## src/hw/rtl/tcmd_pkg.sv

```systemverilog
`timescale 1ns / 1ps
`default_nettype none

package tcmd_pkg;

  // item kinds on the input channel
  typedef enum logic [1:0] {
    FUNC_BYTE  = 2'd0,
    FUNC_POLL  = 2'd1,
    FUNC_OPEN  = 2'd2,
    FUNC_CLOSE = 2'd3
  } func_t;

  // result actions
  typedef enum logic [2:0] {
    ACT_NONE    = 3'd0,
    ACT_GREET   = 3'd1,
    ACT_PROMPT  = 3'd2,
    ACT_HELP    = 3'd3,
    ACT_TIME    = 3'd4,
    ACT_ERROR   = 3'd5,
    ACT_EXIT    = 3'd6,
    ACT_TIMEOUT = 3'd7
  } action_t;

  // parser outcome carried down the uptime pipeline
  typedef struct packed {
    action_t action;
    logic    green;
    logic    red;
  } res_t;

  localparam logic [15:0] IDLE_RELOAD_RESET = 16'd240;

endpackage

`default_nettype wire

```

## src/hw/rtl/tcmd_parser.sv

```systemverilog
`timescale 1ns / 1ps
`default_nettype none

module tcmd_parser (
  input  wire logic            clk,
  input  wire logic            rst,
  input  wire logic            cfg_wr_en,
  input  wire logic [15:0]     cfg_wr_data,
  input  wire logic            in_valid,
  output logic                 in_ready,
  input  wire tcmd_pkg::func_t in_func,
  input  wire logic [7:0]      in_byte,
  input  wire logic [31:0]     in_uptime,
  output logic                 out_valid,
  input  wire logic            out_ready,
  output tcmd_pkg::res_t       out_res,
  output logic [31:0]          out_uptime
);

  import tcmd_pkg::*;

  typedef enum logic [3:0] {
    MODE_CLOSED,
    MODE_INIT,
    MODE_IAC,
    MODE_OPTION,
    MODE_HELP,
    MODE_GON,
    MODE_GOFF,
    MODE_RON,
    MODE_ROFF,
    MODE_TIME,
    MODE_EXIT,
    MODE_ERROR
  } mode_t;

  localparam logic [7:0] CH_IAC  = 8'd255;
  localparam logic [7:0] CH_DO   = 8'd253;
  localparam logic [7:0] CH_DONT = 8'd254;
  localparam logic [7:0] CH_WILL = 8'd251;
  localparam logic [7:0] CH_WONT = 8'd252;
  localparam logic [7:0] CH_LF   = 8'h0A;
  localparam logic [7:0] CH_CR   = 8'h0D;
  localparam logic [7:0] CH_TAB  = 8'h09;
  localparam logic [7:0] CH_SP   = 8'h20;

  // command letter to waiting mode
  function automatic mode_t letter_mode(input logic [7:0] c);
    mode_t m;
    case (c)
      8'h68, 8'h3F: m = MODE_HELP;   // 'h' and '?'
      8'h47:        m = MODE_GON;    // 'G'
      8'h67:        m = MODE_GOFF;   // 'g'
      8'h52:        m = MODE_RON;    // 'R'
      8'h72:        m = MODE_ROFF;   // 'r'
      8'h74:        m = MODE_TIME;   // 't'
      8'h78:        m = MODE_EXIT;   // 'x'
      default:      m = MODE_ERROR;
    endcase
    return m;
  endfunction

  mode_t       mode;
  mode_t       mode_next;
  logic [15:0] countdown;
  logic [15:0] countdown_next;
  logic [15:0] idle_reload;
  logic        green;
  logic        green_next;
  logic        red;
  logic        red_next;
  action_t     act_next;
  logic        is_blank;
  logic        is_lf;
  logic        take;

  assign in_ready = !out_valid || out_ready;
  assign take     = in_valid && in_ready;
  assign is_blank = in_byte inside {CH_SP, CH_TAB, CH_CR};
  assign is_lf    = (in_byte == CH_LF);

  // next session state for the item at the input
  always_comb begin
    mode_next      = mode;
    countdown_next = countdown;
    green_next     = green;
    red_next       = red;
    act_next       = ACT_NONE;
    case (in_func)
      FUNC_OPEN: begin
        mode_next      = MODE_INIT;
        countdown_next = idle_reload;
        act_next       = ACT_GREET;
      end
      FUNC_CLOSE: begin
        mode_next = MODE_CLOSED;
      end
      FUNC_POLL: begin
        if (mode != MODE_CLOSED) begin
          if (countdown <= 16'd1) begin
            countdown_next = '0;
            mode_next      = MODE_CLOSED;
            act_next       = ACT_TIMEOUT;
          end else begin
            countdown_next = countdown - 16'd1;
          end
        end
      end
      FUNC_BYTE: begin
        if (mode != MODE_CLOSED) begin
          countdown_next = idle_reload;
          case (mode)
            MODE_INIT: begin
              if (in_byte == CH_IAC) begin
                mode_next = MODE_IAC;
              end else if (is_lf) begin
                act_next = ACT_PROMPT;
              end else if (!is_blank) begin
                mode_next = letter_mode(in_byte);
              end
            end
            MODE_IAC: begin
              if (in_byte inside {CH_WILL, CH_WONT, CH_DO, CH_DONT}) begin
                mode_next = MODE_OPTION;
              end else begin
                mode_next = MODE_ERROR;
              end
            end
            MODE_OPTION: begin
              mode_next = MODE_INIT;
            end
            MODE_ERROR: begin
              if (is_lf) begin
                mode_next = MODE_INIT;
                act_next  = ACT_ERROR;
              end
            end
            MODE_HELP, MODE_GON, MODE_GOFF, MODE_RON, MODE_ROFF, MODE_TIME,
            MODE_EXIT: begin
              // letter seen, waiting for its newline
              if (!is_blank) begin
                if (!is_lf) begin
                  mode_next = MODE_ERROR;
                end else begin
                  mode_next = MODE_INIT;
                  case (mode)
                    MODE_HELP: act_next = ACT_HELP;
                    MODE_GON: begin
                      green_next = 1'b1;
                      act_next   = ACT_PROMPT;
                    end
                    MODE_GOFF: begin
                      green_next = 1'b0;
                      act_next   = ACT_PROMPT;
                    end
                    MODE_RON: begin
                      red_next = 1'b1;
                      act_next = ACT_PROMPT;
                    end
                    MODE_ROFF: begin
                      red_next = 1'b0;
                      act_next = ACT_PROMPT;
                    end
                    MODE_TIME: act_next = ACT_TIME;
                    MODE_EXIT: begin
                      mode_next = MODE_CLOSED;
                      act_next  = ACT_EXIT;
                    end
                    default: act_next = ACT_NONE;
                  endcase
                end
              end
            end
            default: mode_next = mode;
          endcase
        end
      end
      default: mode_next = mode;
    endcase
  end

  // session state, reload register and result register
  always_ff @(posedge clk) begin
    if (rst) begin
      mode        <= MODE_CLOSED;
      countdown   <= '0;
      green       <= 1'b0;
      red         <= 1'b0;
      idle_reload <= IDLE_RELOAD_RESET;
      out_valid   <= 1'b0;
    end else begin
      if (cfg_wr_en) begin
        idle_reload <= cfg_wr_data;
      end
      if (in_ready) begin
        out_valid <= in_valid;
      end
      if (take) begin
        mode           <= mode_next;
        countdown      <= countdown_next;
        green          <= green_next;
        red            <= red_next;
        out_res.action <= act_next;
        out_res.green  <= green_next;
        out_res.red    <= red_next;
        out_uptime     <= in_uptime;
      end
    end
  end

endmodule

`default_nettype wire

```

## src/hw/rtl/tcmd_uptime_split.sv

```systemverilog
`timescale 1ns / 1ps
`default_nettype none

module tcmd_uptime_split (
  input  wire logic           clk,
  input  wire logic           rst,
  input  wire logic           in_valid,
  output logic                in_ready,
  input  wire tcmd_pkg::res_t in_res,
  input  wire logic [31:0]    in_uptime,
  output logic                out_valid,
  input  wire logic           out_stall,
  output tcmd_pkg::res_t      out_res,
  output logic [5:0]          out_days,
  output logic [4:0]          out_hours,
  output logic [5:0]          out_minutes,
  output logic [5:0]          out_seconds,
  output logic [9:0]          out_millis
);

  import tcmd_pkg::*;

  // reciprocal constants, exact for all 32-bit dividends
  localparam logic [28:0] RECIP_1000 = 29'h10624DD3;  // shift 38
  localparam logic [31:0] RECIP_60   = 32'h88888889;  // shift 37
  localparam logic [31:0] RECIP_24   = 32'hAAAAAAAB;  // shift 36
  localparam logic [31:0] DIV_MS     = 32'd1000;
  localparam logic [22:0] DIV_SEC    = 23'd60;
  localparam logic [16:0] DIV_MIN    = 17'd60;
  localparam logic [10:0] DIV_HOUR   = 11'd24;

  logic [4:0] v;
  logic [4:0] rdy;

  // stage 1: t * (1/1000)
  res_t        r1;
  logic [31:0] t1;
  logic [60:0] p1;
  // stage 2: milliseconds, q1 * (1/60)
  res_t        r2;
  logic [22:0] q1_2;
  logic [9:0]  ms2;
  logic [54:0] p2;
  // stage 3: seconds, q2 * (1/60)
  res_t        r3;
  logic [16:0] q2_3;
  logic [9:0]  ms3;
  logic [5:0]  s3;
  logic [48:0] p3;
  // stage 4: minutes, q3 * (1/24)
  res_t        r4;
  logic [10:0] q3_4;
  logic [9:0]  ms4;
  logic [5:0]  s4;
  logic [5:0]  mi4;
  logic [42:0] p4;

  logic [22:0] q1;
  logic [31:0] ms_full;
  logic [16:0] q2;
  logic [22:0] s_full;
  logic [10:0] q3;
  logic [16:0] mi_full;
  logic [5:0]  q4;
  logic [10:0] h_full;
  logic        is_time;

  // stall chain from the output back
  always_comb begin
    rdy[4] = !v[4] || !out_stall;
    rdy[3] = !v[3] || rdy[4];
    rdy[2] = !v[2] || rdy[3];
    rdy[1] = !v[1] || rdy[2];
    rdy[0] = !v[0] || rdy[1];
  end

  assign in_ready  = rdy[0];
  assign out_valid = v[4];

  // quotients are the high bits of the registered products
  assign q1      = p1[60:38];
  assign ms_full = t1 - 32'(q1) * DIV_MS;
  assign q2      = p2[53:37];
  assign s_full  = q1_2 - 23'(q2) * DIV_SEC;
  assign q3      = p3[47:37];
  assign mi_full = q2_3 - 17'(q3) * DIV_MIN;
  assign q4      = p4[41:36];
  assign h_full  = q3_4 - 11'(q4) * DIV_HOUR;
  assign is_time = (r4.action == ACT_TIME);

  // stage valids
  always_ff @(posedge clk) begin
    if (rst) begin
      v <= '0;
    end else begin
      if (rdy[0]) v[0] <= in_valid;
      if (rdy[1]) v[1] <= v[0];
      if (rdy[2]) v[2] <= v[1];
      if (rdy[3]) v[3] <= v[2];
      if (rdy[4]) v[4] <= v[3];
    end
  end

  // stage payloads
  always_ff @(posedge clk) begin
    if (rdy[0] && in_valid) begin
      r1 <= in_res;
      t1 <= in_uptime;
      p1 <= 61'(in_uptime) * 61'(RECIP_1000);
    end
    if (rdy[1] && v[0]) begin
      r2   <= r1;
      q1_2 <= q1;
      ms2  <= ms_full[9:0];
      p2   <= 55'(q1) * 55'(RECIP_60);
    end
    if (rdy[2] && v[1]) begin
      r3   <= r2;
      q2_3 <= q2;
      ms3  <= ms2;
      s3   <= s_full[5:0];
      p3   <= 49'(q2) * 49'(RECIP_60);
    end
    if (rdy[3] && v[2]) begin
      r4   <= r3;
      q3_4 <= q3;
      ms4  <= ms3;
      s4   <= s3;
      mi4  <= mi_full[5:0];
      p4   <= 43'(q3) * 43'(RECIP_24);
    end
    if (rdy[4] && v[3]) begin
      out_res     <= r4;
      out_days    <= is_time ? q4 : '0;
      out_hours   <= is_time ? h_full[4:0] : '0;
      out_minutes <= is_time ? mi4 : '0;
      out_seconds <= is_time ? s4 : '0;
      out_millis  <= is_time ? ms4 : '0;
    end
  end

endmodule

`default_nettype wire

```

## src/hw/rtl/telnet_command_parser.sv

```systemverilog
`timescale 1ns / 1ps
`default_nettype none

// Single-letter command parser for one telnet-style session.
// Input channel (in_valid/in_stall): one beat per event: a received byte,
// a poll tick, a session open or a peer close, with the uptime in ms.
// Output channel (out_valid/out_stall): exactly one beat per input beat,
// in order, carrying the action, both LED levels and, for a time report,
// the uptime split into days, hours, minutes, seconds and milliseconds.
// idle_reload is written via cfg_wr_en/cfg_wr_data; the user must do so
// only while no beat is in flight; the block does not enforce it. It sets
// how many poll ticks without data close the session.
// Stages: input register, parser stage, five reciprocal division stages.
// Throughput: one beat per cycle while out_stall is low; the session state
// is updated within the parser stage, so back-to-back bytes need no gaps.
// Stall: a stalled output holds its beat; empty stages keep filling, and
// in_stall rises once every stage holds a beat.
// Reset: pipeline empty, session closed, LEDs off, idle countdown zero,
// idle_reload back to 240.
module telnet_command_parser (
  input  wire logic        clk,
  input  wire logic        rst,
  input  wire logic        cfg_wr_en,
  input  wire logic [15:0] cfg_wr_data,
  input  wire logic        in_valid,
  output logic             in_stall,
  input  wire logic [1:0]  func,
  input  wire logic [7:0]  byte_value,
  input  wire logic [31:0] uptime_ms,
  output logic             out_valid,
  input  wire logic        out_stall,
  output logic [2:0]       action,
  output logic             green_led,
  output logic             red_led,
  output logic [5:0]       up_days,
  output logic [4:0]       up_hours,
  output logic [5:0]       up_minutes,
  output logic [5:0]       up_seconds,
  output logic [9:0]       up_millis
);

  import tcmd_pkg::*;

  logic        iv;
  func_t       func_q;
  logic [7:0]  byte_q;
  logic [31:0] uptime_q;
  logic        p_ready;
  logic        p_valid;
  res_t        p_res;
  logic [31:0] p_uptime;
  logic        s_ready;
  res_t        o_res;

  assign in_stall = iv && !p_ready;

  // input register
  always_ff @(posedge clk) begin
    if (rst) begin
      iv <= 1'b0;
    end else if (!in_stall) begin
      iv <= in_valid;
      if (in_valid) begin
        func_q   <= func_t'(func);
        byte_q   <= byte_value;
        uptime_q <= uptime_ms;
      end
    end
  end

  tcmd_parser u_parser (
    .clk         (clk),
    .rst         (rst),
    .cfg_wr_en   (cfg_wr_en),
    .cfg_wr_data (cfg_wr_data),
    .in_valid    (iv),
    .in_ready    (p_ready),
    .in_func     (func_q),
    .in_byte     (byte_q),
    .in_uptime   (uptime_q),
    .out_valid   (p_valid),
    .out_ready   (s_ready),
    .out_res     (p_res),
    .out_uptime  (p_uptime)
  );

  tcmd_uptime_split u_split (
    .clk         (clk),
    .rst         (rst),
    .in_valid    (p_valid),
    .in_ready    (s_ready),
    .in_res      (p_res),
    .in_uptime   (p_uptime),
    .out_valid   (out_valid),
    .out_stall   (out_stall),
    .out_res     (o_res),
    .out_days    (up_days),
    .out_hours   (up_hours),
    .out_minutes (up_minutes),
    .out_seconds (up_seconds),
    .out_millis  (up_millis)
  );

  assign action    = o_res.action;
  assign green_led = o_res.green;
  assign red_led   = o_res.red;

endmodule

`default_nettype wire

```

## config.mk

```make
export PLATFORM = sky130hd
export DESIGN_NAME = telnet_command_parser
export DESIGN_NICKNAME = d
export VERILOG_FILES = /design/src/hw/rtl/tcmd_pkg.sv /design/src/hw/rtl/tcmd_parser.sv /design/src/hw/rtl/tcmd_uptime_split.sv /design/src/hw/rtl/telnet_command_parser.sv
export SDC_FILE = /design/constraint.sdc
export NUM_CORES = 2
export LEC_CHECK = 0
export ABC_CLOCK_PERIOD_IN_PS = 13150
export BUFFER_PORTS_ARGS = -buffer_cell sky130_fd_sc_hd__buf_2
export CORE_ASPECT_RATIO = 2
export CORE_UTILIZATION = 55
export DETAILED_ROUTE_END_ITERATION = 12
export GPL_TIMING_DRIVEN = 0
export PLACE_DENSITY = 0.72
export SYNTH_ARGS = -nofsm -noshare
export SYNTH_HDL_FRONTEND = slang
export SYNTH_SLANG_ARGS = --single-unit
```

## constraint.sdc

```tcl
create_clock -name clk -period 13.15 [get_ports clk]
set_input_delay 1.9725 -clock clk [delete_from_list [all_inputs] [get_ports clk]]
set_output_delay 1.9725 -clock clk [all_outputs]
set_load 0.1 [all_outputs]
```

==> results_dict.tcl <==
set metrics [dict create \
    synthesis.area_um2 35500 \
    die_x_um 182 \
    drtPass1Iterations 5 \
    htree_levels 1 \
    rsz0062_at_grt "no" \
    nFillCells 5141 \
    grtUsageTotal_pct 26.0 \
    cts.clk_slew.worst_paths_ns 0.08 \
    clockBufferDepth 3 \
    postCtsSetupRepairBufs 0 \
    finalCritPeriodShare_pct 61.8 \
    synthTopCellsByArea "ha_1 27%, fa_1 25%, edfxtp_1 23%" \
    grt_pass1_wl_um 130000 \
    port_buffers 101 \
    synth_common_cells "776 x inv_1, 759 x ha_1, 446 x fa_1, 269 x edfxtp_1, 92 x nor2_1" \
    fin_ws_ns 5.03 \
    cts_sinks 314 \
    synth_fp_nets 4397 \
    core_um2 63800 \
    wl_um 81100 \
    maxSlewHeadroom_pct 37.2 \
    cp-start-kind "register" \
    ys_ff_latch 314 \
    vias 22670 \
    start_util_pct 55.7 \
    cts_root_buf "clkbuf_16" \
    finalSetupViolations 0 \
    fin_tns_setup_ns 0 \
    cp_max_fo 11 \
    arrival_ns 8.48 \
    report.final.slew_viol_count 0 \
    dp_slack_ns 4.98 \
    routedWlPerCell_um 19.8 \
    cts-hold-fix-buffers 0 \
    rows 131 \
    synth_area_leader_cell "ha_1" \
    hpwl_um 69800 \
    endpoint_kind "register" \
    grt_pass1_vias 26065 \
    yosysSeqAreaShare_pct 25.3 \
    synth_ff_type "edfxtp_1" \
    critPathKind "reg2reg" \
    drt-initial-drc-count 743 \
    synth_cell_types 77 \
    hold_class "reg2reg" \
    yosysWarnings 0 \
    grt_max_degree 35 \
    layout-drive-gt1-share_pct 5.95 \
    antenna_cells 0 \
    cts_made_buffers 30 \
    clock_skew_ns 0.0253 \
    synth.most_common_cell "inv_1" \
    die_area_um2 65600 \
    required_ns 13.50 \
    antenna_found_initial 0 \
    multi_input_area_um2 23600 \
    die_h_um 361 \
    gp_congestion 0.970 \
    drv_cap 0 \
    overflow 0 \
    ios 103 \
    cts_tree "built" \
    worst-slew-pin-transition_ns 0.942 \
    ant_nets 0 \
    areaGrowthSynthToFinish_pct 7.86 \
    synth-edff-count 269 \
    final_nets 4539 \
    netlist_instances 3129 \
    finalHoldViolCount 0 \
    yosysTopAreaCellShare_pct 26.8 \
    drc 0 \
    ys_async_sr_fraction_pct 0 \
    synth.avg_cell_area_um2 11.3 \
    period_needed_ns 8.12 \
    clkLatencyLatePin_ns 0.63 \
    fin_util_pct 60.0 \
    post_cts_resized 0 \
    max_freq_ghz 0.123 \
    via_per_inst 5.54 \
    regArea_um2 8980 \
    status "complete, no violations" \
]
-- worst paths after layout --
check / slack [ns] / end / startpoint / cells after the start
min: 0.41 / u_parser.out_uptime[30]$_DFFE_PP_ / uptime_q[30]$_DFFE_PP_ / 0
min reg2reg: 0.41 / u_parser.out_uptime[30]$_DFFE_PP_ / uptime_q[30]$_DFFE_PP_ / 0
max reg2reg: 5.03 / u_split.p1[41]$_DFFE_PP_ / u_parser.out_uptime[12]$_DFFE_PP_ / 21
max: 5.03 / u_split.p1[41]$_DFFE_PP_ / u_parser.out_uptime[12]$_DFFE_PP_ / 21
-- cell type report --
| class | count | share of cell area (%) |
|---|---|---|
| tap | 798 | 2.61 |
| clock inverter | 25 | 0.833 |
| buffer | 28 | 0.278 |
| inverter | 776 | 7.61 |
| clock buffer | 30 | 1.96 |
| sequential | 314 | 23.5 |
| multi-input combinational | 2011 | 61.5 |
| timing repair buffer | 110 | 1.72 |
-- worst max-delay path, cell delays in order (launching register included) --
cell,delay [ns]
edfxtp_1,0.88
ha_1,0.37
fa_1,0.42
fa_1,0.54
inv_1,0.06
fa_1,0.50
inv_1,0.05
fa_1,0.52
fa_1,0.44
fa_1,0.54
inv_1,0.05
fa_1,0.50
inv_1,0.04
ha_1,0.31
nand3_1,0.19
or3_1,0.43
or3_1,0.41
o31ai_4,0.48
a21oi_1,0.13
o21ai_0,0.59
a31oi_1,0.21
xnor2_1,0.18
-- logic make-up (layout without fill, tap and decap cells) --
kind of cell             Yosys count  in the layout  synth area share, %
XOR/XNOR                          90             90                 2.22
AND/OR/NAND/NOR                  361            361                 5.21
buffers and inverters            804            969                 8.51
AO/OA/AOI/OAI                    341            341                 6.46
multiplexers                      14             14                0.395
flip-flops                       314            314                 25.3
adder cells (fa/ha/maj)         1205           1205                 51.9
-- through the flow --
stage               hold slack, ns  instances  cell area [um2]
floorplan                    0.400       3129            35500
global placement             0.402       4028            37000
detailed placement           0.405       4037            37200
CTS                          0.420       4092            38300
global route                 0.424       4092            38300
finish                       0.414       4092            38300
-- state kept, by name, summed over array words and instances (netlist names), 6 cells and up --
signal                count
byte_q                    8
u_parser.countdown       16
u_parser.idle_reload     16
u_parser.out_uptime      32
u_split.mi4               6
u_split.ms2              10
u_split.ms3              10
u_split.ms4              10
u_split.out_days          6
u_split.out_millis       10
u_split.out_minutes       6
u_split.out_seconds       6
u_split.p1               24
u_split.p2               20
u_split.p3               14
u_split.p4                7
u_split.s3                6
u_split.s4                6
u_split.t1                9
uptime_q                 32
-- layout by cell type, fill, tap and decap left out, types with 36 or more instances in the layout --
| cell type | synthesis | routed |
|---|---|---|
| a21o_1 | 51 | 51 |
| a21oi_1 | 89 | 89 |
| and2_1 | 36 | 36 |
| buf_2 | 1 | 102 |
| dfxtp_1 | 45 | 45 |
| edfxtp_1 | 269 | 269 |
| fa_1 | 446 | 446 |
| ha_1 | 759 | 759 |
| inv_1 | 776 | 776 |
| nand2_1 | 70 | 70 |
| nor2_1 | 92 | 92 |
| o21ai_0 | 63 | 63 |
| xnor2_1 | 62 | 62 |
-- routing by layer --
| metal | up-vias | GRT usage (%) | routed length (um) |
|---|---|---|---|
| li1 | 10635 | - | - |
| met1 | 11178 | 23.3 | 25800 |
| met2 | 547 | 52.2 | 46100 |
| met3 | 310 | 2.11 | 2070 |
| met4 | 0 | 20.0 | 7140 |
| met5 | - | 0 | 0 |
Power is not shown: default switching activity piles up to over one toggle a cycle in this logic, so the estimate is an artifact.
